### src/rtl/erm_pkg.sv
// Package with the types, constants and functions of the Euler rotation matrix block.
`default_nettype none
package erm_pkg;

  localparam int ANGLE_BITS = 16;
  localparam int ENTRY_BITS = 16;
  localparam int STEPS = 30;
  localparam int VW = 33;
  localparam int ZW = 32;
  localparam int SHIFT_OUT = 32 - ENTRY_BITS;
  localparam logic signed [VW-1:0] GAIN = 33'sd652032874;

  typedef logic [$clog2(STEPS)-1:0] step_idx_t;

  // One input beat: three binary angles.
  typedef struct packed {
    logic [ANGLE_BITS-1:0] angle_x;
    logic [ANGLE_BITS-1:0] angle_y;
    logic [ANGLE_BITS-1:0] angle_z;
  } in_t;

  // One result beat: the nine matrix entries, row by row.
  typedef struct packed {
    logic signed [ENTRY_BITS-1:0] r00;
    logic signed [ENTRY_BITS-1:0] r01;
    logic signed [ENTRY_BITS-1:0] r02;
    logic signed [ENTRY_BITS-1:0] r10;
    logic signed [ENTRY_BITS-1:0] r11;
    logic signed [ENTRY_BITS-1:0] r12;
    logic signed [ENTRY_BITS-1:0] r20;
    logic signed [ENTRY_BITS-1:0] r21;
    logic signed [ENTRY_BITS-1:0] r22;
  } out_t;

  // Rotation state of one angle inside the CORDIC chain.
  typedef struct packed {
    logic [1:0]           quad;
    logic signed [VW-1:0] x;
    logic signed [VW-1:0] y;
    logic signed [ZW-1:0] z;
  } rot_t;

  // Everything a chain cell hands to its neighbor.
  typedef struct packed {
    logic          valid;
    rot_t [2:0]    rot;
  } cell_t;

  // Arctangent of 2^-i in units of 2^-32 turn.
  function automatic logic signed [ZW-1:0] atan_step(input step_idx_t i);
    logic signed [ZW-1:0] a;
    unique case (i)
      5'd0:  a = 32'sd536870912;
      5'd1:  a = 32'sd316933406;
      5'd2:  a = 32'sd167458907;
      5'd3:  a = 32'sd85004756;
      5'd4:  a = 32'sd42667331;
      5'd5:  a = 32'sd21354465;
      5'd6:  a = 32'sd10679838;
      5'd7:  a = 32'sd5340245;
      5'd8:  a = 32'sd2670163;
      5'd9:  a = 32'sd1335087;
      5'd10: a = 32'sd667544;
      5'd11: a = 32'sd333772;
      5'd12: a = 32'sd166886;
      5'd13: a = 32'sd83443;
      5'd14: a = 32'sd41722;
      5'd15: a = 32'sd20861;
      5'd16: a = 32'sd10430;
      5'd17: a = 32'sd5215;
      5'd18: a = 32'sd2608;
      5'd19: a = 32'sd1304;
      5'd20: a = 32'sd652;
      5'd21: a = 32'sd326;
      5'd22: a = 32'sd163;
      5'd23: a = 32'sd81;
      5'd24: a = 32'sd41;
      5'd25: a = 32'sd20;
      5'd26: a = 32'sd10;
      5'd27: a = 32'sd5;
      5'd28: a = 32'sd3;
      5'd29: a = 32'sd1;
      default: a = '0;
    endcase
    return a;
  endfunction

  // Q2.30 product with rounding to nearest, ties upward.
  function automatic logic signed [VW-1:0] qmul(input logic signed [VW-1:0] a,
                                                input logic signed [VW-1:0] b);
    logic signed [2*VW-1:0] p;
    p = a * b;
    p = p + (66'sd1 <<< 29);
    return p[VW+29:30];
  endfunction

  // Rounds a Q2.30 sum to the entry format and saturates.
  function automatic logic signed [ENTRY_BITS-1:0] to_entry(input logic signed [VW:0] v);
    logic signed [VW+1:0] t;
    logic signed [VW+1:0] r;
    logic signed [VW+1:0] hi;
    logic signed [VW+1:0] lo;
    hi = (VW+2)'((1 << (ENTRY_BITS - 1)) - 1);
    lo = -((VW+2)'(1) <<< (ENTRY_BITS - 1));
    t = {v[VW], v} + ((VW+2)'(1) <<< (SHIFT_OUT - 1));
    r = t >>> SHIFT_OUT;
    if (r > hi) begin
      return {1'b0, {(ENTRY_BITS-1){1'b1}}};
    end else if (r < lo) begin
      return {1'b1, {(ENTRY_BITS-1){1'b0}}};
    end
    return r[ENTRY_BITS-1:0];
  endfunction

endpackage
`default_nettype wire

### src/rtl/erm_cordic_cell.sv
// One CORDIC micro-rotation cell, applied to all three angles at once.
`default_nettype none
module erm_cordic_cell #(
  parameter int STAGE = 0
) (
  input  wire                clk,
  input  wire                rst,
  input  erm_pkg::cell_t     d,
  output erm_pkg::cell_t     q
);

  localparam erm_pkg::step_idx_t IDX = erm_pkg::step_idx_t'(STAGE);
  localparam logic signed [erm_pkg::ZW-1:0] ATAN = erm_pkg::atan_step(IDX);

  erm_pkg::cell_t q_next;

  // Rotate toward zero residual angle, one step per lane.
  always_comb begin
    q_next.valid = d.valid;
    for (int k = 0; k < 3; k++) begin
      q_next.rot[k].quad = d.rot[k].quad;
      if (!d.rot[k].z[erm_pkg::ZW-1]) begin
        q_next.rot[k].x = d.rot[k].x - (d.rot[k].y >>> STAGE);
        q_next.rot[k].y = d.rot[k].y + (d.rot[k].x >>> STAGE);
        q_next.rot[k].z = d.rot[k].z - ATAN;
      end else begin
        q_next.rot[k].x = d.rot[k].x + (d.rot[k].y >>> STAGE);
        q_next.rot[k].y = d.rot[k].y - (d.rot[k].x >>> STAGE);
        q_next.rot[k].z = d.rot[k].z + ATAN;
      end
    end
  end

  always_ff @(posedge clk) begin
    q.rot <= q_next.rot;
    if (rst) begin
      q.valid <= 1'b0;
    end else begin
      q.valid <= q_next.valid;
    end
  end

endmodule
`default_nettype wire

### config.mk
export PLATFORM = sky130hd
export DESIGN_NAME = erm_cordic_cell
export DESIGN_NICKNAME = d
export VERILOG_FILES = /design/src/rtl/erm_pkg.sv /design/src/rtl/erm_cordic_cell.sv
export SDC_FILE = /design/constraint.sdc
export NUM_CORES = 1
export LEC_CHECK = 0
export ABC_CLOCK_PERIOD_IN_PS = 4500
export CAP_MARGIN = 20
export CORE_AREA = 3 3 234 236
export DETAILED_ROUTE_END_ITERATION = 10
export DIE_AREA = 0 0 237 239
export DONT_BUFFER_PORTS = 1
export GPL_ROUTABILITY_DRIVEN = 0
export PLACE_DENSITY = 0.62
export SETUP_SLACK_MARGIN = 0.5
export SYNTH_ARGS = -nofsm -noshare
export SYNTH_HDL_FRONTEND = slang
export SYNTH_SLANG_ARGS = --single-unit
### constraint.sdc
create_clock -name clk -period 4.5 [get_ports clk]
set_input_delay 0.9 -clock clk [delete_from_list [all_inputs] [get_ports clk]]
set_output_delay 0.9 -clock clk [all_outputs]
set_load 0.005 [all_outputs]
==> results <==
- The number of flip-flops in the largest register is 298.
- The path type of the worst min-delay path is input pin to register.
- Setup repair after global routing left no endpoint under its margin.
- The number of buffers created by CTS is 35.
- The number of slew-limit violations in the final report came to 0.
- Static timing analysis puts the maximum clock frequency at 269.3 MHz.
- The count of standard-cell rows is 84.
- The number of vias per cell after detailed routing is 6.006.
- Detailed placement finished with a half-perimeter wire length of 63450 um.
- Summing all multi-input logic gate instances after layout gives 0.01452 mm2.
- Adding up every negative setup slack in the final design gives 0 ns.
- The hold violation count in the final report is 0.
- The fraction of final layout cells sized beyond drive strength 1 is 4.356%.
- The initial standard-cell utilization of the core is 42.27%.
- The flow ran to the end, and the final reports show no timing, DRC or antenna violations.
- The filler-free cell count of the finished design is 3443.
- The total chip power is 8.854 mW.
- The post-detailed-route wirelength per cell is 22.78 um.
- In this run the power spent charging and discharging nets is 3.083 mW.
- Hold repair after CTS inserted 0 buffers.
- The floorplan step set the die height to 239 um.
- The placed cell count is 3381.
- Sequential cells burn 39.3% of the power.
- For this design the static power due to leakage is 10.73 nW.
- The number of nets handed over by synthesis was 3406.
- For the pin with the worst max-slew slack, the measured transition is 1.130 ns.
- Counting the fill cells in the layout gives 5236.
- Entering global routing, the biggest net connects 98 pins.
- Summed over all instances, the cell type with the most area after synthesis is dfxtp_1.
- The critical path in this run is classified as input pin to register.
- In the finished design, the share of the clock period the worst path needs comes to 82.52%.
- The internal power of the cells is 5.771 mW.
- Setup violations remaining at the end of the flow were counted as 0.
- TritonCTS built the clock tree.
- The count of buffers from port buffering is 0.
- For the worst setup path, the data required time is 4.92 ns.
- The global-route wire length before repair is 116500 um.
- The area taken by flip-flops and latches is 0.005966 mm2.
- Yosys mapped the design onto 86 distinct sky130hd cell types.
- Headroom to the max-slew limit came out at 24.59%.
- Global routing used 25.89% of the available tracks.
- The core region is 0.05266 mm2.
- The pre-antenna-repair detailed-routing pass consisted of 7 iterations.
- STA classifies the critical path startpoint as an input pin.
- Synthesis inferred 298 register bits.
- The starting DRC count in detailed routing is 2184.
- The gate count after technology mapping is 2803.
- The number of remaining DRC errors is 0.
- The number of antenna violations at the first check in global routing is 7.
- The antenna diode count is 0.
- The clock root buffer is clkbuf_16.
- The via count of the first global-routing pass is 19599.
- In this run switching power makes up 34.82% of total power.
- The clock period minus final worst setup slack is 3.713 ns.
- For the worst setup path, the data arrival time is 4.13 ns.
- The largest registers in the layout are q: 298 flops.
- The maximum net fanout on the critical path is 5.
- For this block, the routed nets add up to 78420 um of wire.
- The mean instance size in the synthesized netlist is 7.942 um2.
- For this design the ratio of total power to cell area is 370.7 mW/mm2.
- The layout-stage area growth over the synthesis result is 7.279%.
- The netlist area before placement is 0.02226 mm2.
- The top cell type by area accounts for 26.80% of the synthesized area.
- The number of setup buffers added after CTS is 0.
- The clock net sink count is 298.
- The maximum vdd ir drop is 0.2753 mV.
- The antenna violation net count after detailed routing is 0.
- The top-level port count is 604.
- More flip-flops sit in one register than any other, and that register is q.
- The dominant synthesized flop cell is dfxtp_1.
- The kind of end point of the critical path is a register.
- After synthesis, flip-flops and latches occupy 26.80% of the total area.
- The number of H-tree branching levels is 2.
- The relative contribution of the clock network to total power is 33.4%.
- The total number of vias is 20677.
- The floorplan step set the die width to 237 um.
- The die covers 0.05664 mm2.
- After synthesis, the share of flip-flops with an asynchronous set or reset is 0%.
- After clock tree synthesis, the repair step resized 0 gates.
- The clock passes through at most 3 buffers.
- The number of nets in the final layout is 3333.
- After clock tree synthesis, the clock-pin slew on the worst setup and hold paths is 0.06 ns.
- The total of warnings raised by yosys is 0.
- Yosys mapped a number of flops with a built-in enable equal to 0.
- The worst setup margin is 0.7868 ns.
- Prior to clock tree synthesis, the placed netlist has a worst setup slack of 0.3235 ns.
- In the post-synthesis netlist, the biggest area contributors are dfxtp_1 27%, ha_1 16%, a21oi_1 6.9%.
- Across the run, the number of max-cap violations was 0.
- Per report_power, the combinational group accounts for 27.3% of the total.
- The total overflow reported by the global router is 0.
-- per-stage QoR --
stage | instance area [um2] | util, % | hold WS [ns]
6_report | 23880 | 45.35 | 0.3693
3_3_place_gp | 22650 | 43.02 | 0.9278
5_1_grt | 23880 | 45.35 | 0.3312
4_1_cts | 23880 | 45.35 | 0.3241
3_5_place_dp | 22680 | 43.07 | 0.9278
2_1_floorplan | 22260 | - | 0.9277
-- worst paths after layout --
path / endpoint / startpoint / slack (ns) / cells past startpoint
worst min-delay path: q[203]$_DFF_P_ / d[203] / 0.37 / 0
worst max-delay path: q[97]$_DFF_P_ / d[32] / 0.79 / 11
-- worst max-delay path, cell delays in order --
cell and delay (ns):
ha_1 0.22, fa_1 0.42, nor2b_1 0.17, o311ai_0 0.46, a21oi_1 0.21, a21o_1 0.30
o21ai_1 0.25, o21ai_0 0.36, a31oi_1 0.46, o311ai_0 0.19, xnor2_1 0.17
-- kinds of logic after synthesis --
group                    Yosys count  share of synthesized area [%]
AO/OA/AOI/OAI                    878                          25.02
flip-flops                       298                          26.80
XOR/XNOR                         189                          7.436
adder cells (fa/ha/maj)          300                          17.27
buffers and inverters            443                          7.987
multiplexers                      32                          1.450
AND/OR/NAND/NOR                  663                          14.04
-- power groups by stage --
stage,sequential [mW],combinational (mW),clock [mW]
6_report,3.48,2.41,2.96
3_5_place_dp,3.55,2.33,0
5_1_grt,3.51,2.62,3.14
2_1_floorplan,3.36,1.79,0
3_3_place_gp,3.56,2.32,0
4_1_cts,3.50,2.35,3.04
-- cells in the mapped netlist, types with 13 or more instances --
cell / number
a21oi_1: 308
o21a_1: 20
o211ai_1: 28
or3_1: 13
a31oi_1: 22
xnor2_1: 167
inv_1: 304
nor2_1: 230
nor4_1: 18
nand3_1: 52
nand2b_1: 26
nand4_1: 26
nor3_1: 60
o31ai_1: 20
nor2b_1: 36
clkbuf_1: 74
o21bai_1: 56
o21ai_0: 193
dfxtp_1: 298
a21o_1: 53
buf_1: 23
xor2_1: 22
buf_2: 14
ha_1: 288
mux2i_1: 30
a211oi_1: 23
nand2_1: 149
-- routing by layer --
layer | GRT usage, % | up-vias | share of wire, %
li1 | - | 9523 | -
met1 | 31.52 | 9627 | 39
met2 | 42.32 | 1305 | 46
met3 | 7.603 | 218 | 11
met4 | 11.75 | 4 | 5.0
met5 | 0 | - | 0.028
-- cell usage in the layout (no fill, tap or decap), types with 30 or more instances in the layout --
master	Yosys	final
o21ai_0	193	193
nor2_1	230	230
a21o_1	53	53
a21oi_1	308	308
nor2b_1	36	36
o21bai_1	56	56
inv_1	304	304
mux2i_1	30	30
xnor2_1	167	167
nand3_1	52	52
clkbuf_16	0	35
nor3_1	60	60
ha_1	288	288
dfxtp_1	298	298
nand2_1	149	149
-- area by class of cell --
class                   instances  share of cell area (%)
multi-input cells            2062                   60.79
flip-flops and latches        298                   24.98
inverters                     315                   4.951
clock buffers                  41                   3.888
well taps                     688                   3.605
clock inverters                21                   1.137
repair buffers                 18                  0.6497
Power figures use the tool's default switching activity.
